### config.mk
export PLATFORM = sky130hd
export DESIGN_NAME = dds_channel_spi_writer
export DESIGN_NICKNAME = d
export VERILOG_FILES = /design/src/rtl/dcsw_pkg.sv /design/src/rtl/dcsw_ctrl.sv /design/src/rtl/dcsw_dp.sv /design/src/rtl/dds_channel_spi_writer.sv
export SDC_FILE = /design/constraint.sdc
export NUM_CORES = 2
export LEC_CHECK = 0
export BUFFER_PORTS_ARGS = -buffer_cell sky130_fd_sc_hd__buf_2
export CAP_MARGIN = 30
export CELL_PAD_IN_SITES_DETAIL_PLACEMENT = 2
export CELL_PAD_IN_SITES_GLOBAL_PLACEMENT = 2
export CORE_ASPECT_RATIO = 0.75
export CORE_MARGIN = 1.5
export CORE_UTILIZATION = 40
export DETAILED_ROUTE_END_ITERATION = 7
export PLACE_DENSITY = 0.71
export SLEW_MARGIN = 20
export SYNTH_ARGS = -nofsm -noshare
export SYNTH_HDL_FRONTEND = slang
export SYNTH_SLANG_ARGS = --single-unit
export TNS_END_PERCENT = 30
### constraint.sdc
create_clock -name clock -period 13.24 [get_ports clock]
set_clock_uncertainty 0.2 [all_clocks]
set_input_delay 0 -clock clock [delete_from_list [all_inputs] [get_ports clock]]
set_output_delay 0 -clock clock [all_outputs]
set_load 0.02 [all_outputs]
### src/rtl/dcsw_pkg.sv
// shared types, constants and helpers for the dds channel serial writer
// no dependencies; used by every rtl file of the block
`default_nettype none

package dcsw_pkg;

   localparam logic [1:0] KIND_FREQ  = 2'd0;
   localparam logic [1:0] KIND_PHASE = 2'd1;
   localparam logic [1:0] KIND_AMPL  = 2'd2;
   localparam logic [1:0] KIND_NONE  = 2'd3;

   localparam logic [7:0] ADDR_CHSEL = 8'h00;
   localparam logic [7:0] ADDR_FREQ  = 8'h04;
   localparam logic [7:0] ADDR_PHASE = 8'h05;
   localparam logic [7:0] ADDR_AMPL  = 8'h06;
   localparam logic [7:0] CHSEL_BASE = 8'h10;
   localparam logic [15:0] AMPL_ENABLE = 16'h1000;

   // 2^32 / 500e6 == 2^24 / 5^9; below the limit the word is (value * FREQ_RECIP) >> 50
   localparam logic [28:0] FREQ_LIMIT = 29'd500000000;
   localparam logic [53:0] FREQ_RECIP = 54'd9671406556917034;
   localparam logic [26:0] RECIP_LO   = FREQ_RECIP[26:0];
   localparam logic [26:0] RECIP_HI   = FREQ_RECIP[53:27];

   localparam int SHIFT_BITS = 56;
   localparam int CNT_BITS   = 6;
   localparam logic [CNT_BITS-1:0] FRAME1_END   = 6'd15;
   localparam logic [CNT_BITS-1:0] FRAME2_START = 6'd16;
   localparam logic [CNT_BITS-1:0] DIV_LAST     = 6'd1;

   typedef struct packed {
      logic [1:0]  kind;
      logic [1:0]  channel;
      logic [28:0] value;
   } req_type;

   typedef struct packed {
      logic data_bit;
      logic frame_start;
      logic frame_end;
      logic update_pulse;
      logic last;
   } rsp_type;

   typedef struct packed {
      logic load;
      logic div_step;
      logic build;
      logic shift;
   } cmd_type;

   typedef struct packed {
      logic kind_none;
      logic kind_freq;
      logic div_done;
      logic last_bit;
   } stat_type;

   function automatic logic [CNT_BITS-1:0] last_index(input logic [1:0] kind);
      logic [CNT_BITS-1:0] idx;
      unique case (kind)
         KIND_FREQ:  idx = 6'd55;
         KIND_PHASE: idx = 6'd39;
         KIND_AMPL:  idx = 6'd47;
         default:    idx = 6'd55;
      endcase
      return idx;
   endfunction

endpackage

`default_nettype wire

### src/rtl/dcsw_ctrl.sv
// controller state machine: sequences capture, division, frame build and bit output
// depends on dcsw_pkg
`default_nettype none

module dcsw_ctrl (
   input  wire logic               clock,
   input  wire logic               reset,
   input  wire logic               start,
   input  wire dcsw_pkg::stat_type stat,
   output dcsw_pkg::cmd_type       cmd,
   output logic                    busy,
   output logic                    rsp_valid
);

   typedef enum logic [3:0] {
      ST_IDLE  = 4'b0001,
      ST_DIV   = 4'b0010,
      ST_BUILD = 4'b0100,
      ST_SEND  = 4'b1000
   } state_type;

   state_type state_ff, state_in;

   always_comb begin
      state_in = state_ff;
      cmd      = '0;
      unique case (state_ff)
         ST_IDLE: begin
            if (start && !stat.kind_none) begin
               cmd.load = 1'b1;
               state_in = stat.kind_freq ? ST_DIV : ST_BUILD;
            end
         end
         ST_DIV: begin
            cmd.div_step = 1'b1;
            if (stat.div_done) begin
               state_in = ST_BUILD;
            end
         end
         ST_BUILD: begin
            cmd.build = 1'b1;
            state_in  = ST_SEND;
         end
         ST_SEND: begin
            cmd.shift = 1'b1;
            if (stat.last_bit) begin
               state_in = ST_IDLE;
            end
         end
         default: begin
            state_in = ST_IDLE;
         end
      endcase
   end

   always_ff @(posedge clock) begin
      if (reset) begin
         state_ff <= ST_IDLE;
      end else begin
         state_ff <= state_in;
      end
   end

   assign busy      = (state_ff != ST_IDLE);
   assign rsp_valid = (state_ff == ST_SEND);

endmodule

`default_nettype wire

### src/rtl/dcsw_dp.sv
// datapath: command capture, reciprocal-multiply tuning word unit, frame shift register
// depends on dcsw_pkg
`default_nettype none

module dcsw_dp (
   input  wire logic              clock,
   input  wire logic              reset,
   input  wire dcsw_pkg::req_type req_item,
   input  wire dcsw_pkg::cmd_type cmd,
   output dcsw_pkg::stat_type     stat,
   output dcsw_pkg::rsp_type      rsp_item
);

   logic [1:0]  kind_ff;
   logic [1:0]  chan_ff;
   logic [28:0] val_ff;
   logic        sat_ff;
   logic [55:0] plo_ff, plo_in;
   logic [55:0] phi_ff, phi_in;
   logic [31:0] num_ff, num_in;
   logic [dcsw_pkg::SHIFT_BITS-1:0] sh_ff, sh_in;
   logic [dcsw_pkg::CNT_BITS-1:0]   cnt_ff, cnt_in;

   logic [56:0] prod_sum;
   logic [31:0] tuning_word;
   logic [15:0] ampl_word;
   logic [7:0]  sel_byte;
   logic [dcsw_pkg::CNT_BITS-1:0] last_idx;

   // upper part of value * reciprocal, low 27 bits of the sum come from plo alone
   assign prod_sum = {1'b0, phi_ff} + {28'd0, plo_ff[55:27]};

   assign tuning_word = sat_ff ? 32'hFFFF_FFFF : num_ff;
   assign ampl_word   = val_ff[15:0] | dcsw_pkg::AMPL_ENABLE;
   assign sel_byte    = dcsw_pkg::CHSEL_BASE << chan_ff;
   assign last_idx    = dcsw_pkg::last_index(kind_ff);

   always_comb begin
      plo_in = plo_ff;
      phi_in = phi_ff;
      num_in = num_ff;
      sh_in  = sh_ff;
      cnt_in = cnt_ff;
      if (cmd.load) begin
         cnt_in = '0;
      end else if (cmd.div_step) begin
         if (cnt_ff == '0) begin
            plo_in = 56'(val_ff) * 56'(dcsw_pkg::RECIP_LO);
            phi_in = 56'(val_ff) * 56'(dcsw_pkg::RECIP_HI);
         end else begin
            num_in = prod_sum[54:23];
         end
         cnt_in = cnt_ff + 6'd1;
      end else if (cmd.build) begin
         cnt_in = '0;
         case (kind_ff)
            dcsw_pkg::KIND_PHASE:
               sh_in = {dcsw_pkg::ADDR_CHSEL, sel_byte, dcsw_pkg::ADDR_PHASE,
                        val_ff[15:0], 16'd0};
            dcsw_pkg::KIND_AMPL:
               sh_in = {dcsw_pkg::ADDR_CHSEL, sel_byte, dcsw_pkg::ADDR_AMPL,
                        8'd0, ampl_word, 8'd0};
            default:
               sh_in = {dcsw_pkg::ADDR_CHSEL, sel_byte, dcsw_pkg::ADDR_FREQ,
                        tuning_word};
         endcase
      end else if (cmd.shift) begin
         sh_in  = {sh_ff[dcsw_pkg::SHIFT_BITS-2:0], 1'b0};
         cnt_in = cnt_ff + 6'd1;
      end
   end

   always_ff @(posedge clock) begin
      if (reset) begin
         cnt_ff <= '0;
      end else begin
         cnt_ff <= cnt_in;
      end
   end

   always_ff @(posedge clock) begin
      plo_ff <= plo_in;
      phi_ff <= phi_in;
      num_ff <= num_in;
      sh_ff  <= sh_in;
      if (cmd.load) begin
         kind_ff <= req_item.kind;
         chan_ff <= req_item.channel;
         val_ff  <= req_item.value;
         sat_ff  <= (req_item.value >= dcsw_pkg::FREQ_LIMIT);
      end
   end

   assign stat.kind_none = (req_item.kind == dcsw_pkg::KIND_NONE);
   assign stat.kind_freq = (req_item.kind == dcsw_pkg::KIND_FREQ);
   assign stat.div_done  = (cnt_ff == dcsw_pkg::DIV_LAST);
   assign stat.last_bit  = (cnt_ff == last_idx);

   assign rsp_item.data_bit     = sh_ff[dcsw_pkg::SHIFT_BITS-1];
   assign rsp_item.frame_start  = (cnt_ff == '0) || (cnt_ff == dcsw_pkg::FRAME2_START);
   assign rsp_item.frame_end    = (cnt_ff == dcsw_pkg::FRAME1_END) || (cnt_ff == last_idx);
   assign rsp_item.update_pulse = rsp_item.frame_end && (kind_ff != dcsw_pkg::KIND_PHASE);
   assign rsp_item.last         = (cnt_ff == last_idx);

endmodule

`default_nettype wire

### src/rtl/dds_channel_spi_writer.sv
// top level of the dds channel serial writer: controller plus datapath
// depends on dcsw_pkg, dcsw_ctrl, dcsw_dp
//
// usage:
//   a command transaction (kind, channel, value on req_item) is taken at a rising
//   edge with start high and busy low. kind 3 is dropped and leaves busy low.
//   the block then emits one serial bit per cycle on rsp_item, marked by
//   rsp_valid: a 16-bit channel-select frame followed by a 24, 32 or 40-bit
//   register frame, MSB first, with frame start/end, update and last marks.
//   phase and amplitude: the build state, then the 40 or 48 frame bits.
//   frequency: the tuning word unit (split reciprocal multiply, then the sum),
//   then the build state, then the 56 frame bits.
//   busy drops the cycle after the last bit, so a new command can be taken then.
//   the bit stream is continuous inside a command; the receiver takes each
//   bit in its cycle and cannot hold the stream off.
//   reset returns the controller to idle and drops any command in flight.
`default_nettype none

module dds_channel_spi_writer (
   input  wire logic              clock,
   input  wire logic              reset,
   input  wire logic              start,
   output logic                   busy,
   input  wire dcsw_pkg::req_type req_item,
   output logic                   rsp_valid,
   output dcsw_pkg::rsp_type      rsp_item
);

   dcsw_pkg::cmd_type  cmd;
   dcsw_pkg::stat_type stat;

   dcsw_ctrl u_ctrl (
      .clock     (clock),
      .reset     (reset),
      .start     (start),
      .stat      (stat),
      .cmd       (cmd),
      .busy      (busy),
      .rsp_valid (rsp_valid)
   );

   dcsw_dp u_dp (
      .clock    (clock),
      .reset    (reset),
      .req_item (req_item),
      .cmd      (cmd),
      .stat     (stat),
      .rsp_item (rsp_item)
   );

endmodule

`default_nettype wire

==> results.sh <==
export IMPL_pin_count=43
export IMPL_die_h_um=248
export IMPL_r2r_cells=20
export IMPL_numCtsBuffers=25
export IMPL_tns_ns=0
export IMPL_via_per_inst=5.33
export IMPL_arrival_ns=8.23
export IMPL_rsz0062_at_grt="no"
export IMPL_yosysMostFrequentCell="inv_1"
export IMPL_worst_slew_pin_slew_ns=1.08
export IMPL_relSlewSlack_pct=27.5
export IMPL_synth_top_area_cell="fa_1"
export IMPL_worstReg2RegStart="u_dp.val_ff[2]$_DFFE_PP_"
export IMPL_syn_area_per_cell_um2=10.7
export IMPL_finalCritPeriodShare_pct=62.0
export IMPL_regArea_um2=6210
export IMPL_antenna_found_initial=8
export IMPL_hold_viol=0
export IMPL_start_util_pct=40.5
export IMPL_first_global_vias=26000
export IMPL_clk_pin_slew_ns=0.07
export IMPL_drt_iter0_markers=1228
export IMPL_worstHoldPathType="in2reg"
export IMPL_slew_viol_final=0
export IMPL_cp_start_kind="register"
export IMPL_totalWireLength_mm=108
export IMPL_dp_cells=4064
export IMPL_worst_path_max_fanout=17
export IMPL_cts_tree="yes"
export IMPL_drv_cap=0
export IMPL_worstHoldPathCells=4
export IMPL_synth_common_cells="745 x inv_1, 574 x ha_1, 486 x fa_1"
export IMPL_drive_gt1_share_pct=5.07
export IMPL_ys_top_cells_by_area="fa_1 31%, ha_1 23%, edfxtp_1 19%"
export IMPL_synth_seq_cells=210
export IMPL_r2r_end="u_dp.plo_ff[43]$_DFFE_PP_"
export IMPL_grt_pass1_wl_mm=164
export IMPL_yosysWarnings=0
export IMPL_fin_util_pct=44.5
export IMPL_gp_congestion=0.909
export IMPL_setup_viol=0
export IMPL_crit_path_end_kind="register"
export IMPL_critical_path_required_ns=13.26
export IMPL_finalNonFillerCells=4184
export IMPL_die_width_um=329
export IMPL_post_dp_hpwl_mm=90.4
export IMPL_die_area_um2=81500
export IMPL_post_cts_buffers=0
export IMPL_multiInputGateArea_um2=22700
export IMPL_synth_edff_count=200
export IMPL_root_buffer="clkbuf_16"
export IMPL_cts_hold_buf=71
export IMPL_io_buffers=42
export IMPL_clockBufferDepth=3
export IMPL_r2r_setup_slack_ns=5.03
export IMPL_grt_max_degree=77
export IMPL_nets=4214
export IMPL_drcViolationCount=0
export IMPL_row_count=89
export IMPL_track_usage_pct=27.3
export IMPL_cts_sinks=210
export IMPL_clkLatencyLatePin_ns=0.60
export IMPL_hold_path_startpoint="req_item[31]"
export IMPL_overflow=0
export IMPL_layout_min_cycle_time_ns=8.21
export IMPL_postRouteAntennaNets=0
export IMPL_num_vias=22300
export IMPL_cts_resized=0
export IMPL_htree_levels=1
export IMPL_crit_type="reg2reg"
export IMPL_synthCells=2993
export IMPL_area_growth_pct=10.0
export IMPL_wire_per_inst_um=25.8
export IMPL_mappedNetlistNets=4089
export IMPL_drt_pass1_iterations=5
export IMPL_holdPathEnd="u_ctrl.state_ff[2]$_SDFFE_PP0P_"
export IMPL_yosysSeqAreaShare_pct=19.5
export IMPL_synth_cell_types=90
export IMPL_n_fill_cell=8173
export IMPL_status="complete, no violations"
export IMPL_synth_ff_type="edfxtp_1"
export IMPL_fmax_mhz=122
export IMPL_syn_area_um2=31900
export IMPL_synthArstFlopShare_pct=0
export IMPL_synth_top_cell_area_share_pct=30.5
export IMPL_coreArea_um2=78800
[sequential cells by signal, indices dropped and copies added (netlist names)]
name / cells
u_dp.sh_ff: 56
u_dp.plo_ff: 27
u_dp.kind_ff: 2
u_dp.cnt_ff: 6
u_dp.val_ff: 29
u_dp.chan_ff: 2
u_ctrl.state_ff: 4
u_dp.phi_ff: 51
u_dp.sat_ff: 1
u_dp.num_ff: 32
[worst max-delay path, cell delays in order, from the launching register on]
cell	delay, ns
edfxtp_1	0.33
buf_4	0.35
ha_1	0.39
ha_1	0.31
fa_1	0.55
fa_1	0.43
ha_1	0.30
fa_1	0.50
inv_1	0.07
fa_1	0.52
inv_1	0.05
ha_1	0.35
nand4_1	0.36
a2111oi_0	0.62
nor3_1	0.29
a31oi_1	0.38
nor2_1	0.11
o21ai_1	0.23
a41oi_1	0.28
o21ai_1	0.30
xor2_1	0.87
[layer usage]
metal	up-vias	share of wire, %	track usage [%]
met4	2	1.9	4.72
met1	11700	46	38.6
met3	105	8.1	7.99
li1	10000	-	-
met5	-	0.011	0
met2	474	44	41.9
[logic make-up (layout without fill, tap and decap cells)]
kind of cell,after synthesis,in the layout,synth area share [%]
adder cells (fa/ha/maj),1060,1060,53.0
buffers and inverters,796,940,9.52
AO/OA/AOI/OAI,420,420,8.61
AND/OR/NAND/NOR,380,380,5.90
flip-flops,210,210,19.5
XOR/XNOR,126,126,3.46
multiplexers,1,1,0.0353
other,0,1,0
[through the flow]
step / setup WS, ns / hold slack (ns) / area, um^2
final: 5.03 / 0.138 / 35100
after global routing: 4.79 / 0.167 / 35100
after CTS: 5.15 / 0.104 / 35000
after detailed placement: 5.22 / -0.0185 / 33500
after global placement: 5.39 / -0.0226 / 33500
after floorplan: 6.40 / -0.128 / 31900
[layout make-up]
class | instances | share of cell area [%]
multi-input cells | 1987 | 64.7
flip-flops and latches | 210 | 17.7
inverters | 746 | 7.98
well taps | 1046 | 3.73
repair buffers | 148 | 3.43
clock buffers | 35 | 1.97
clock inverters | 11 | 0.463
diodes | 1 | 0.00713
[cells in the final DEF, fill, tap and decap left out, drive strengths merged, types with 5 or more instances in the layout]
cell type,count
clkbuf,35
o21ai,96
and2,9
o31ai,22
o22ai,5
nand2,131
o21bai,16
ha,574
a31o,5
o211ai,7
a211oi,12
buf,77
nand4,28
and3,16
a221o,8
o21a,9
fa,486
nand2b,6
a21oi,128
xor2,55
nor2,78
a31oi,13
and4,6
nor2b,23
nor3,20
edfxtp,200
xnor2,71
nand3,34
dlygate4sd3,71
a21o,54
dfxtp,10
inv,750
nand3b,6
or3,5
[worst max path at each step]
stage	startpoint	endpoint	slack (ns)
finish	u_dp.val_ff[2]$_DFFE_PP_	u_dp.plo_ff[43]$_DFFE_PP_	5.03
global route	u_dp.val_ff[2]$_DFFE_PP_	u_dp.plo_ff[43]$_DFFE_PP_	4.79
CTS	u_dp.val_ff[4]$_DFFE_PP_	u_dp.plo_ff[43]$_DFFE_PP_	5.15
detailed placement	u_dp.val_ff[4]$_DFFE_PP_	u_dp.plo_ff[43]$_DFFE_PP_	5.22
global placement	u_dp.val_ff[8]$_DFFE_PP_	u_dp.plo_ff[43]$_DFFE_PP_	5.39
floorplan	u_dp.cnt_ff[3]$_SDFFE_PP0P_	u_dp.phi_ff[10]$_DFFE_PP_	6.40
Power is not shown: default switching activity piles up to over one toggle a cycle in this logic, so the estimate is an artifact.
